[src/hw/rtl/kqsb_pkg.sv]
// ----------------------------------------------------------------------------
// kqsb_pkg
// Shared types, constants and helper functions for the shared-buffer queues.
// ----------------------------------------------------------------------------
package kqsb_pkg;

    localparam int ENTRIES = 16;
    localparam int QUEUES  = 4;
    localparam int PTR_W   = (ENTRIES > 1) ? $clog2(ENTRIES) : 1;
    localparam int LINK_W  = PTR_W + 1;
    localparam int QIDX_W  = (QUEUES > 1) ? $clog2(QUEUES) : 1;
    localparam int QID_W   = 2;
    localparam int DATA_W  = 32;

    typedef logic [PTR_W-1:0]  ptr_t;
    typedef logic [LINK_W-1:0] link_t;
    typedef logic [QIDX_W-1:0] qidx_t;
    typedef logic [QID_W-1:0]  qid_t;

    localparam link_t LINK_NULL = {1'b1, {PTR_W{1'b0}}};

    typedef enum logic {
        OP_ENQ = 1'b0,
        OP_DEQ = 1'b1
    } op_t;

    typedef enum logic [1:0] {
        ST_OK    = 2'd0,
        ST_FULL  = 2'd1,
        ST_EMPTY = 2'd2
    } status_t;

    typedef enum logic [2:0] {
        S_IDLE,
        S_ENQ_RD,
        S_ENQ_LINK,
        S_DEQ_RD,
        S_DEQ_UPD,
        S_DONE
    } state_t;

    typedef struct packed {
        logic accept;
        logic enq_rd;
        logic enq_link;
        logic deq_rd;
        logic deq_upd;
        logic load_result;
    } dp_cmd_t;

    typedef struct packed {
        logic req_ok;
        op_t  req_kind;
        logic out_stall;
    } dp_stat_t;

    function automatic logic link_ok(link_t l);
        return !l[LINK_W-1];
    endfunction

    // reset chain: entry i links to i+1, last entry is null
    function automatic link_t link_reset(ptr_t p);
        if (int'(p) + 1 < ENTRIES)
            return {1'b0, PTR_W'(int'(p) + 1)};
        else
            return LINK_NULL;
    endfunction

    function automatic qidx_t to_qidx(qid_t q);
        return QIDX_W'(q);
    endfunction

    function automatic logic queue_in_range(qid_t q);
        return int'(q) < QUEUES;
    endfunction

endpackage

[src/hw/rtl/kqsb_req_if.sv]
// ----------------------------------------------------------------------------
// kqsb_req_if
// Request channel: operation kind, queue id and value, valid/ready handshake.
// ----------------------------------------------------------------------------
interface kqsb_req_if
    import kqsb_pkg::*;
();
    logic                     valid;
    logic                     ready;
    op_t                      kind;
    qid_t                     queue_id;
    logic signed [DATA_W-1:0] value;

    modport source (output valid, output kind, output queue_id, output value, input ready);
    modport sink   (input valid, input kind, input queue_id, input value, output ready);
endinterface

[src/hw/rtl/kqsb_rsp_if.sv]
// ----------------------------------------------------------------------------
// kqsb_rsp_if
// Response channel: status and dequeued value, valid/ready handshake.
// ----------------------------------------------------------------------------
interface kqsb_rsp_if
    import kqsb_pkg::*;
();
    logic                     valid;
    logic                     ready;
    status_t                  status;
    logic signed [DATA_W-1:0] read_value;

    modport source (output valid, output status, output read_value, input ready);
    modport sink   (input valid, input status, input read_value, output ready);
endinterface

[src/hw/rtl/kqsb_ctrl.sv]
// ----------------------------------------------------------------------------
// kqsb_ctrl
// Controller state machine: sequences enqueue and dequeue steps of the datapath.
// ----------------------------------------------------------------------------
module kqsb_ctrl
    import kqsb_pkg::*;
(
    input  logic     clk,
    input  logic     rst_n,
    input  logic     req_valid,
    output logic     req_ready,
    input  dp_stat_t stat,
    output dp_cmd_t  cmd
);

    state_t state_reg;
    state_t state_next;

    always_ff @(posedge clk or negedge rst_n)
    begin
        if (!rst_n)
        begin
            state_reg <= S_IDLE;
        end
        else
        begin
            state_reg <= state_next;
        end
    end

    always_comb
    begin
        state_next = state_reg;
        unique case (state_reg)
            S_IDLE:
            begin
                if (req_valid)
                begin
                    priority if (!stat.req_ok)
                        state_next = S_DONE;
                    else if (stat.req_kind == OP_ENQ)
                        state_next = S_ENQ_RD;
                    else
                        state_next = S_DEQ_RD;
                end
            end
            S_ENQ_RD:   state_next = S_ENQ_LINK;
            S_ENQ_LINK: state_next = S_DONE;
            S_DEQ_RD:   state_next = S_DEQ_UPD;
            S_DEQ_UPD:  state_next = S_DONE;
            S_DONE:
            begin
                if (!stat.out_stall)
                    state_next = S_IDLE;
            end
            default:    state_next = S_IDLE;
        endcase
    end

    always_comb
    begin
        cmd       = '0;
        req_ready = 1'b0;
        unique case (state_reg)
            S_IDLE:
            begin
                req_ready  = 1'b1;
                cmd.accept = req_valid;
            end
            S_ENQ_RD:   cmd.enq_rd   = 1'b1;
            S_ENQ_LINK: cmd.enq_link = 1'b1;
            S_DEQ_RD:   cmd.deq_rd   = 1'b1;
            S_DEQ_UPD:  cmd.deq_upd  = 1'b1;
            S_DONE:     cmd.load_result = !stat.out_stall;
            default:    cmd = '0;
        endcase
    end

endmodule

[src/hw/rtl/kqsb_dp.sv]
// ----------------------------------------------------------------------------
// kqsb_dp
// Datapath: queue heads and tails, free list head, link and value stores,
// and the result register.
// ----------------------------------------------------------------------------
module kqsb_dp
    import kqsb_pkg::*;
(
    input  logic                     clk,
    input  logic                     rst_n,
    input  dp_cmd_t                  cmd,
    output dp_stat_t                 stat,
    input  op_t                      req_kind,
    input  qid_t                     req_queue_id,
    input  logic signed [DATA_W-1:0] req_value,
    output logic                     rsp_valid,
    input  logic                     rsp_ready,
    output status_t                  rsp_status,
    output logic signed [DATA_W-1:0] rsp_read_value
);

    // stores
    logic [DATA_W-1:0] entry_value_mem [ENTRIES];
    link_t             next_link_mem   [ENTRIES];

    // control state
    link_t               head_reg [QUEUES];
    link_t               head_next [QUEUES];
    link_t               tail_reg [QUEUES];
    link_t               tail_next [QUEUES];
    link_t               free_reg;
    link_t               free_next;
    logic [ENTRIES-1:0]  link_vld_reg;
    logic [ENTRIES-1:0]  link_vld_next;
    logic                out_valid_reg;
    logic                out_valid_next;

    // item payload
    op_t                 kind_reg;
    qid_t                q_reg;
    logic [DATA_W-1:0]   value_reg;
    status_t             st_reg;
    link_t               entry_reg;
    link_t               link_rd_data_reg;
    ptr_t                link_rd_addr_reg;
    logic                link_rd_vld_reg;
    logic [DATA_W-1:0]   rdval_reg;
    status_t             out_status_reg;
    logic [DATA_W-1:0]   out_value_reg;

    qidx_t   qidx;
    qidx_t   req_qidx;
    link_t   req_head;
    logic    req_ok;
    status_t req_status;
    link_t   req_entry;
    ptr_t    eptr;
    link_t   link_rd;
    logic    link_we;
    ptr_t    link_wa;
    link_t   link_wd;

    assign qidx     = to_qidx(q_reg);
    assign req_qidx = to_qidx(req_queue_id);
    assign req_head = head_reg[req_qidx];
    assign eptr     = entry_reg[PTR_W-1:0];
    assign link_rd  = link_rd_vld_reg ? link_rd_data_reg : link_reset(link_rd_addr_reg);

    always_comb
    begin
        if (req_kind == OP_ENQ)
        begin
            req_ok     = queue_in_range(req_queue_id) && link_ok(free_reg);
            req_status = req_ok ? ST_OK : ST_FULL;
            req_entry  = free_reg;
        end
        else
        begin
            req_ok     = queue_in_range(req_queue_id) && link_ok(req_head);
            req_status = req_ok ? ST_OK : ST_EMPTY;
            req_entry  = req_head;
        end
    end

    assign stat.req_ok    = req_ok;
    assign stat.req_kind  = req_kind;
    assign stat.out_stall = out_valid_reg && !rsp_ready;

    // link store write port
    always_comb
    begin
        link_we = 1'b0;
        link_wa = eptr;
        link_wd = LINK_NULL;
        priority if (cmd.enq_rd)
        begin
            link_we = 1'b1;
            link_wa = eptr;
            link_wd = LINK_NULL;
        end
        else if (cmd.enq_link)
        begin
            link_we = link_ok(head_reg[qidx]) && link_ok(tail_reg[qidx]);
            link_wa = tail_reg[qidx][PTR_W-1:0];
            link_wd = entry_reg;
        end
        else if (cmd.deq_rd)
        begin
            link_we = 1'b1;
            link_wa = eptr;
            link_wd = free_reg;
        end
        else
        begin
            link_we = 1'b0;
        end
    end

    always_comb
    begin
        head_next     = head_reg;
        tail_next     = tail_reg;
        free_next     = free_reg;
        link_vld_next = link_vld_reg;
        if (link_we)
            link_vld_next[link_wa] = 1'b1;
        if (cmd.enq_link)
        begin
            free_next = link_rd;
            if (!link_ok(head_reg[qidx]))
                head_next[qidx] = entry_reg;
            tail_next[qidx] = entry_reg;
        end
        if (cmd.deq_rd)
            free_next = entry_reg;
        if (cmd.deq_upd)
            head_next[qidx] = link_rd;
        out_valid_next = out_valid_reg;
        priority if (cmd.load_result)
            out_valid_next = 1'b1;
        else if (rsp_ready)
            out_valid_next = 1'b0;
        else
            out_valid_next = out_valid_reg;
    end

    always_ff @(posedge clk or negedge rst_n)
    begin
        if (!rst_n)
        begin
            for (int i = 0; i < QUEUES; i++)
            begin
                head_reg[i] <= LINK_NULL;
                tail_reg[i] <= LINK_NULL;
            end
            free_reg      <= '0;
            link_vld_reg  <= '0;
            out_valid_reg <= 1'b0;
        end
        else
        begin
            head_reg      <= head_next;
            tail_reg      <= tail_next;
            free_reg      <= free_next;
            link_vld_reg  <= link_vld_next;
            out_valid_reg <= out_valid_next;
        end
    end

    // link store: one write, one registered read
    always_ff @(posedge clk)
    begin
        if (cmd.enq_rd || cmd.deq_rd)
        begin
            link_rd_data_reg <= next_link_mem[eptr];
            link_rd_vld_reg  <= link_vld_reg[eptr];
            link_rd_addr_reg <= eptr;
        end
        if (link_we)
            next_link_mem[link_wa] <= link_wd;
    end

    // value store
    always_ff @(posedge clk)
    begin
        if (cmd.enq_rd)
            entry_value_mem[eptr] <= value_reg;
        if (cmd.deq_rd)
            rdval_reg <= entry_value_mem[eptr];
    end

    always_ff @(posedge clk)
    begin
        if (cmd.accept)
        begin
            kind_reg  <= req_kind;
            q_reg     <= req_queue_id;
            value_reg <= req_value;
            st_reg    <= req_status;
            entry_reg <= req_entry;
        end
        if (cmd.load_result)
        begin
            out_status_reg <= st_reg;
            out_value_reg  <= (kind_reg == OP_DEQ && st_reg == ST_OK) ? rdval_reg : '0;
        end
    end

    assign rsp_valid      = out_valid_reg;
    assign rsp_status     = out_status_reg;
    assign rsp_read_value = out_value_reg;

endmodule

[src/hw/rtl/k_queues_shared_buffer_top.sv]
// ----------------------------------------------------------------------------
// k_queues_shared_buffer_top
// Several fifo queues sharing one entry store, linked through a next-link
// table, with a free list of unused entries.
// ----------------------------------------------------------------------------
// flow: an enqueue steps through enq read and enq link, a dequeue through deq
//   read and deq update (single link store write port, registered read); a
//   full or empty rejection goes straight to done; done waits while the prior
//   response stalls; one item in flight, new requests are taken only in idle
// reset: async active low; queues empty, free list chained 0..last, value store
//   undefined until written; no clearing pass, ready right after reset
module k_queues_shared_buffer_top
    import kqsb_pkg::*;
(
    input  logic        clk,
    input  logic        rst_n,
    kqsb_req_if.sink    req,
    kqsb_rsp_if.source  rsp
);

    dp_cmd_t  cmd;
    dp_stat_t stat;

    kqsb_ctrl u_ctrl (
        .clk       (clk),
        .rst_n     (rst_n),
        .req_valid (req.valid),
        .req_ready (req.ready),
        .stat      (stat),
        .cmd       (cmd)
    );

    kqsb_dp u_dp (
        .clk            (clk),
        .rst_n          (rst_n),
        .cmd            (cmd),
        .stat           (stat),
        .req_kind       (req.kind),
        .req_queue_id   (req.queue_id),
        .req_value      (req.value),
        .rsp_valid      (rsp.valid),
        .rsp_ready      (rsp.ready),
        .rsp_status     (rsp.status),
        .rsp_read_value (rsp.read_value)
    );

endmodule

[src/flat_wrapper.sv]
// flat-port wrapper written by rule: the top's interface ports become plain ports
module k_queues_shared_buffer_top_flat import kqsb_pkg::*;
  (clk, rst_n, req_valid, req_kind, req_queue_id, req_value, req_ready, rsp_valid, rsp_status, rsp_read_value, rsp_ready);
  kqsb_req_if req_i ();
  kqsb_rsp_if rsp_i ();
  input  logic clk;
  input  logic rst_n;
  input wire logic [$bits(req_i.valid)-1:0] req_valid;
  input wire logic [$bits(req_i.kind)-1:0] req_kind;
  input wire logic [$bits(req_i.queue_id)-1:0] req_queue_id;
  input wire logic [$bits(req_i.value)-1:0] req_value;
  output wire logic [$bits(req_i.ready)-1:0] req_ready;
  output wire logic [$bits(rsp_i.valid)-1:0] rsp_valid;
  output wire logic [$bits(rsp_i.status)-1:0] rsp_status;
  output wire logic [$bits(rsp_i.read_value)-1:0] rsp_read_value;
  input wire logic [$bits(rsp_i.ready)-1:0] rsp_ready;
  assign req_i.valid = req_valid;
  assign req_i.kind = req_kind;
  assign req_i.queue_id = req_queue_id;
  assign req_i.value = req_value;
  assign req_ready = req_i.ready;
  assign rsp_valid = rsp_i.valid;
  assign rsp_status = rsp_i.status;
  assign rsp_read_value = rsp_i.read_value;
  assign rsp_i.ready = rsp_ready;
  k_queues_shared_buffer_top u_core (.clk(clk), .rst_n(rst_n), .req(req_i), .rsp(rsp_i));
endmodule
[config.mk]
export PLATFORM = sky130hd
export DESIGN_NAME = k_queues_shared_buffer_top_flat
export DESIGN_NICKNAME = d
export VERILOG_FILES = /design/src/hw/rtl/kqsb_pkg.sv /design/src/hw/rtl/kqsb_req_if.sv /design/src/hw/rtl/kqsb_rsp_if.sv /design/src/hw/rtl/kqsb_ctrl.sv /design/src/hw/rtl/kqsb_dp.sv /design/src/hw/rtl/k_queues_shared_buffer_top.sv /design/src/flat_wrapper.sv
export SDC_FILE = /design/constraint.sdc
export NUM_CORES = 1
export LEC_CHECK = 0
export ABC_AREA = 1
export BUFFER_PORTS_ARGS = -buffer_cell sky130_fd_sc_hd__buf_2
export CORE_ASPECT_RATIO = 1.1
export CORE_UTILIZATION = 30
export CTS_CLUSTER_SIZE = 16
export DETAILED_ROUTE_END_ITERATION = 16
export SLEW_MARGIN = 30
export SYNTH_ARGS = -nofsm -noshare
export SYNTH_HDL_FRONTEND = slang
export SYNTH_SLANG_ARGS = --single-unit
[constraint.sdc]
create_clock -name clk -period 5.2 [get_ports clk]
set_input_delay 0.26 -clock clk [delete_from_list [all_inputs] [get_ports clk]]
set_output_delay 0.26 -clock clk [all_outputs]
set_load 0.1 [all_outputs]
==> metrics, run 1 <==
Crit path largest cell delay 0.65 ns; Core Util, Final 0.356; pin count of the biggest net entering global routing 153; wire per inst 20.7 um; Synth Net Count 2,113; CTS buffer count 79; CP bufs+invs 4; most flop-heavy register u_core.u_dp.entry_value_mem; Yosys cell types 34; CP cell instances inv_1 -> nor2_1 -> buf_4 -> inv_1 -> nor2_1 -> nand2_1 -> nor2_4 -> buf_8; pwr dens 495 mW/mm^2; H-tree depth 3; Longest Clk Path Bufs 3; DR iter-0 viols 1,686; Avg Inst Size Synth 14.2 um^2; clock slew at reported path FFs 0.06 ns; Max Freq 0.331 GHz; Synth Warn # 0; max reg flops 512; critical path class reg2reg; Initial Utilization 0.303; Hold Path Origin req_kind; Area Growth Syn to Fin 17.8%; Min-Delay Path Class in2reg; Slew Viols, Final 0; Final Hold Viols 0; worst vdd ir 0.324 mV; crit path launch type flip-flop; number of top-level pins 75; # port buffers 74; Via density 4.88; Die Y-Extent 331 um; Crit path arrival time 3.32 ns; Lkg Pwr 0.0123 uW; Pre-antenna DRT Iters 5; layout cells sized above 1 0.125; most used flip-flop cell after synthesis edfxtp_1; CP startpoint u_core.u_ctrl.state_reg[0]$_DFFE_PN0P_; Cell Rows 120; final worst path period need 3.02 ns; Synth Register Bits 775; GPL Wtd Cong 0.846; clk_lat worst skew 0.62 ns; # clock sinks 775; Diodes inserted 0; post-cts repair resize count 0; async set-reset flop share out of synthesis 0.0839; MaxCap Viol Count 0; most frequent cells in the layout edfxtp_1 (710), nand2_1 (516), a22oi_1 (308), inv_1 (117), clkbuf_16 (81); vias 17,292; CP top delay family simple AND/OR/NAND/NOR gates; Total Wirelength 73,200 um; Reg-to-Reg Start u_core.u_ctrl.state_reg[0]$_DFFE_PN0P_; CP max stage cell nor2_4; Seq/Total Area, Yosys 0.780; Core Area 0.0973 mm^2; leading cell type in the layout, fill and taps excluded edfxtp_1; Chip Width 301 um; fin crit share 0.581; status complete, no violations; final setup TNS 0 ns; headroom to the max-slew limit 0.378; die area 0.0994 mm^2; CTS root buf clkbuf_16; first-pass GRT wire length 108,000 um; Post-DRT Antenna Nets 0; fin nets 2,236; GRT Resource Usage Total 0.145; RSZ-0062 raised after global routing false; maximum fanout along the worst path 21; initial antenna violation count 2; # DRC 0; number of synthesized flops with an enable pin 710; Crit. End Element flip-flop; Cells after Synth 2,073; vias in the first global route 17,387; Post-Synthesis Cell Area 0.0294 mm^2; Fin Clk Skew 0.0305 ns; Largest regs u_core.u_dp.entry_value_mem x512, u_core.u_dp.next_link_mem x80; grt total ovfl 0; CTS tree yes; placed wire-length estimate 44,700 um; CP required 5.50 ns; Slew @ Worst Pin 0.933 ns; Final setup viols 0
==> repair_timing <==
action                                 in CTS  in global routing
setup buffers                               0                  0
hold buffers                               35                  0
endpoints found under the hold margin      91                  0
==> per-stage QoR <==
step                area [um^2]  setup WS [ns]  total power, uW  hold slack (ns)  std cells
finish                    34700           2.18            17200           0.0382       3541
global route              34700           1.89            17900           0.0297       3541
CTS                       34500           2.01            17200          0.00449       3533
detailed placement        31600           2.03            11700            0.438       3353
global placement          31300           2.05            11600            0.434       3343
floorplan                 29400           1.87            10400          -0.0356       2073
==> power breakdown <==
part / leakage [uW] / switching [uW] / total [uW] / internal (uW)
Combinational: 0.00390 / 2460 / 3300 / 834
Clock: 0.00122 / 2350 / 5540 / 3190
Sequential: 0.00722 / 503 / 8320 / 7820
==> synth_stat cells (5+ instances only) <==
library cell  number  area share
a21oi_1            7      0.0012
a22oi_1          308       0.079
a31oi_1            5      0.0011
buf_1              9      0.0011
buf_2             35      0.0060
clkbuf_1          51      0.0065
dfrtp_1           57       0.048
dfstp_2            8      0.0071
edfxtp_1         710        0.72
inv_1            118       0.015
inv_2              8      0.0010
nand2_1          517       0.066
nand3_1           39      0.0066
nand4_1           39      0.0083
nor2_1            80       0.010
nor2_2            11      0.0023
o21ai_0           35      0.0060
o22ai_1            5      0.0011
==> area by class of cell <==
type                            instances  area, um^2
Fill cell                            9238       62600
Clock buffer                          101        2110
Timing Repair Buffer                  142        1350
Tap cell                             1281        1600
Multi-Input combinational cell       1072        5750
Sequential cell                       775       23000
Clock inverter                         44         420
Inverter                              126         475
==> final timing paths <==
check	to	slack, ns	cells past startpoint
worst min register to register	u_core.u_dp.rsp_status[0]$_DFFE_PP_	0.45	0
min in group asynchronous	u_core.u_dp.head_reg[0]$_DFF_PN0_	0.21	3
max in group asynchronous	u_core.u_dp.head_reg[19]$_DFF_PN1_	4.39	4
worst max register to register	u_core.u_dp.entry_value_mem[8][3]$_DFFE_PP_	2.18	8
worst min-delay path	u_core.u_dp.kind_reg$_DFFE_PP_	0.04	1
worst max-delay path	u_core.u_dp.entry_value_mem[8][3]$_DFFE_PP_	2.18	8
==> cells by family after synthesis <==
kind of cell             Yosys count  share of synthesized area
AO/OA/AOI/OAI                    374                     0.0913
XOR/XNOR                           2                   0.000595
adder cells (fa/ha/maj)            1                   0.000425
buffers and inverters            226                     0.0312
flip-flops                       775                      0.780
AND/OR/NAND/NOR                  695                     0.0965
==> metal layers <==
layer	track usage	share of wire
met2	0.240	0.48
met4	0.0503	0.025
met3	0.0351	0.078
met5	0	0.00018
met1	0.187	0.41
Note: power is estimated with default switching activity, not from simulation.
==> inputs of run 2 (changes only) <==
==> constraint.sdc (replaced) <==
create_clock -name clk -period 3 [get_ports clk]
set_input_delay 0.15 -clock clk [delete_from_list [all_inputs] [get_ports clk]]
set_output_delay 0.15 -clock clk [all_outputs]
set_load 0.1 [all_outputs]
==> run 2 against run 1 <==
  * Combinational power is 72% higher
  * Register-to-register slack got worse by 1.8 ns
  * Largest power group unchanged
  * Worst setup slack lost 1.8 ns
  * Critical path type unchanged
  * Wire length decreased by 0.15%
  * Critical path depth fell by 1
  * Sequential cell count unchanged
  * Total power up 74%
==> metrics, run 2 (same netlist as run 1, synthesis figures left out) <==
layout cells sized above 1 0.130 (was 0.125); max reg flops 512 (unchanged); Hold Buf Count CTS 38 (was 35); DR iter-0 viols 1,559 (was 1,686); Core Util, Final 0.356 (about the same); Lkg Pwr 0.0124 uW (was 0.0123 uW); final worst path period need 2.67 ns (was 3.02 ns); CP required 3.33 ns (was 5.50 ns); placed wire-length estimate 40,000 um (was 44,700 um); number of top-level pins 75 (unchanged); Slew Viols, Final 0 (unchanged); Chip Width 301 um (unchanged); fin nets 2,254 (was 2,236); CP top delay family simple AND/OR/NAND/NOR gates (unchanged); CTS root buf clkbuf_16 (unchanged); # clock sinks 775 (unchanged); Diodes inserted 0 (unchanged); Largest regs u_core.u_dp.entry_value_mem x512, u_core.u_dp.next_link_mem x80 (unchanged); GPL Wtd Cong 0.793 (was 0.846); first-pass GRT wire length 111,000 um (was 108,000 um); pwr dens 859 mW/mm^2 (was 495 mW/mm^2); setup bufs post-CTS 0 (unchanged); # DRC 0 (unchanged); critical path class reg2reg (unchanged); Crit. End Element flip-flop (unchanged); Final setup viols 0 (unchanged); Fin Clk Skew 0.0278 ns (was 0.0305 ns); clock slew at reported path FFs 0.06 ns (about the same); pin count of the biggest net entering global routing 153 (unchanged); status complete, no violations (unchanged); Slew @ Worst Pin 0.930 ns (was 0.933 ns); post-cts repair resize count 0 (unchanged); Core Area 0.0973 mm^2 (unchanged); RSZ-0062 raised after global routing false (unchanged); leading cell type in the layout, fill and taps excluded edfxtp_1 (unchanged); CP bufs+invs 3 (was 4); headroom to the max-slew limit 0.373 (was 0.378); Initial Utilization 0.303 (unchanged); Layout Cells excl Fill 3,563 (was 3,541); Min-Delay Path Class in2async (was in2reg); CP max stage cell nor2_4 (unchanged); # port buffers 74 (unchanged); Cell Rows 120 (unchanged); Crit path largest cell delay 0.48 ns (was 0.65 ns); grt total ovfl 0 (unchanged); Post-DRT Antenna Nets 0 (unchanged); Pre-antenna DRT Iters 5 (unchanged); CTS tree yes (unchanged); Max Freq 0.375 GHz (was 0.331 GHz); initial antenna violation count 0 (was 2); most frequent cells in the layout edfxtp_1 (710), nand2_1 (516), a22oi_1 (308), inv_1 (117), clkbuf_16 (80) (was edfxtp_1 (710), nand2_1 (516), a22oi_1 (308), inv_1 (117), clkbuf_16 (81)); Final Hold Viols 0 (unchanged); CP cell instances inv_1 -> nor2_1 -> inv_1 -> nor2_1 -> nand2_1 -> nor2_4 -> buf_12 (was inv_1 -> nor2_1 -> buf_4 -> inv_1 -> nor2_1 -> nand2_1 -> nor2_4 -> buf_8); maximum fanout along the worst path 13 (was 21); Die Y-Extent 331 um (unchanged); worst vdd ir 0.467 mV (was 0.324 mV); CTS buffer count 80 (was 79); Crit path arrival time 2.99 ns (was 3.32 ns); H-tree depth 3 (unchanged); dpl cells 3,375 (was 3,353); fin crit share 0.889 (was 0.581); most flop-heavy register u_core.u_dp.entry_value_mem (unchanged); clk_lat worst skew 0.64 ns (was 0.62 ns); die area 0.0994 mm^2 (unchanged); crit path launch type flip-flop (unchanged); Total Wirelength 73,100 um (was 73,200 um); vias 17,354 (was 17,292); wire per inst 20.5 um (was 20.7 um); Longest Clk Path Bufs 3 (unchanged); MaxCap Viol Count 0 (unchanged); vias in the first global route 17,772 (was 17,387); Via density 4.87 (was 4.88); GRT Resource Usage Total 0.148 (was 0.145); Area Growth Syn to Fin 17.8% (about the same)
-- run 2: changes by cell type in the layout (fill, tap and decap cells not counted), sizes merged --
cell and change:
inv +5, clkinvlp -2, clkbuf -4, dlygate4sd3 +3, clkinv +5, buf +14
bufinv +1
-- run 2: worst reg2reg max path, stage by stage (launching register included) --
cell and delay [ns]:
dfrtp_1 0.44, inv_1 0.11, nor2_1 0.16, inv_1 0.12, nor2_1 0.43, nand2_1 0.39
nor2_4 0.48, buf_12 0.23
-- run 2: path summary, 6_finish.rpt --
path	startpoint	depth (start not counted)	end	slack, ns
worst max register to register	u_core.u_ctrl.state_reg[0]$_DFFE_PN0P_	7	u_core.u_dp.entry_value_mem[13][21]$_DFFE_PP_	0.33
worst max-delay path	u_core.u_ctrl.state_reg[0]$_DFFE_PN0P_	7	u_core.u_dp.entry_value_mem[13][21]$_DFFE_PP_	0.33
worst min register to register	u_core.u_dp.st_reg[1]$_SDFFCE_PN0P_	0	u_core.u_dp.rsp_status[1]$_DFFE_PP_	0.46
max in group asynchronous	rst_n	3	u_core.u_dp.tail_reg[14]$_DFFE_PN1P_	2.59
min in group clk	req_value[13]	2	u_core.u_dp.value_reg[13]$_DFFE_PP_	0.23
worst min-delay path	rst_n	3	u_core.u_dp.head_reg[1]$_DFF_PN0_	0.07
-- run 2: layer usage --
| layer | GRT usage | vias up | part of all wire |
|---|---|---|---|
| li1 | - | 7932 | - |
| met1 | 0.185 | 8763 | 0.42 |
| met2 | 0.259 | 538 | 0.50 |
| met3 | 0.0219 | 121 | 0.054 |
| met4 | 0.0515 | 0 | 0.025 |
| met5 | 0 | - | 0 |
-- run 2: area by class of cell --
class | count | area, um^2
fill | 9299 | 62600
timing repair buffer | 159 | 1330
sequential | 775 | 23000
multi-input combinational | 1072 | 5730
clock buffer | 97 | 2100
tap | 1281 | 1600
inverter | 126 | 475
clock inverter | 53 | 488
-- run 2: through the flow --
stage / setup TNS (ns) / hold WS (ns) / setup slack [ns] / total power (uW) / cell area [um^2]
floorplan: -168.51 / -0.146 / -0.329 / 18100 / 29400
global placement: 0 / 0.195 / 0.370 / 20100 / 31700
detailed placement: 0 / 0.200 / 0.345 / 20200 / 31700
CTS: 0 / 0.0433 / 0.315 / 30100 / 34700
global route: 0 / 0.104 / 0.148 / 31100 / 34700
finish: 0 / 0.0737 / 0.333 / 29800 / 34700
-- run 2: power breakdown --
group | switching, uW | internal (uW) | leakage (uW)
Clock | 4170 | 5620 | 0.00126
Sequential | 768 | 13500 | 0.00722
Combinational | 4230 | 1460 | 0.00392
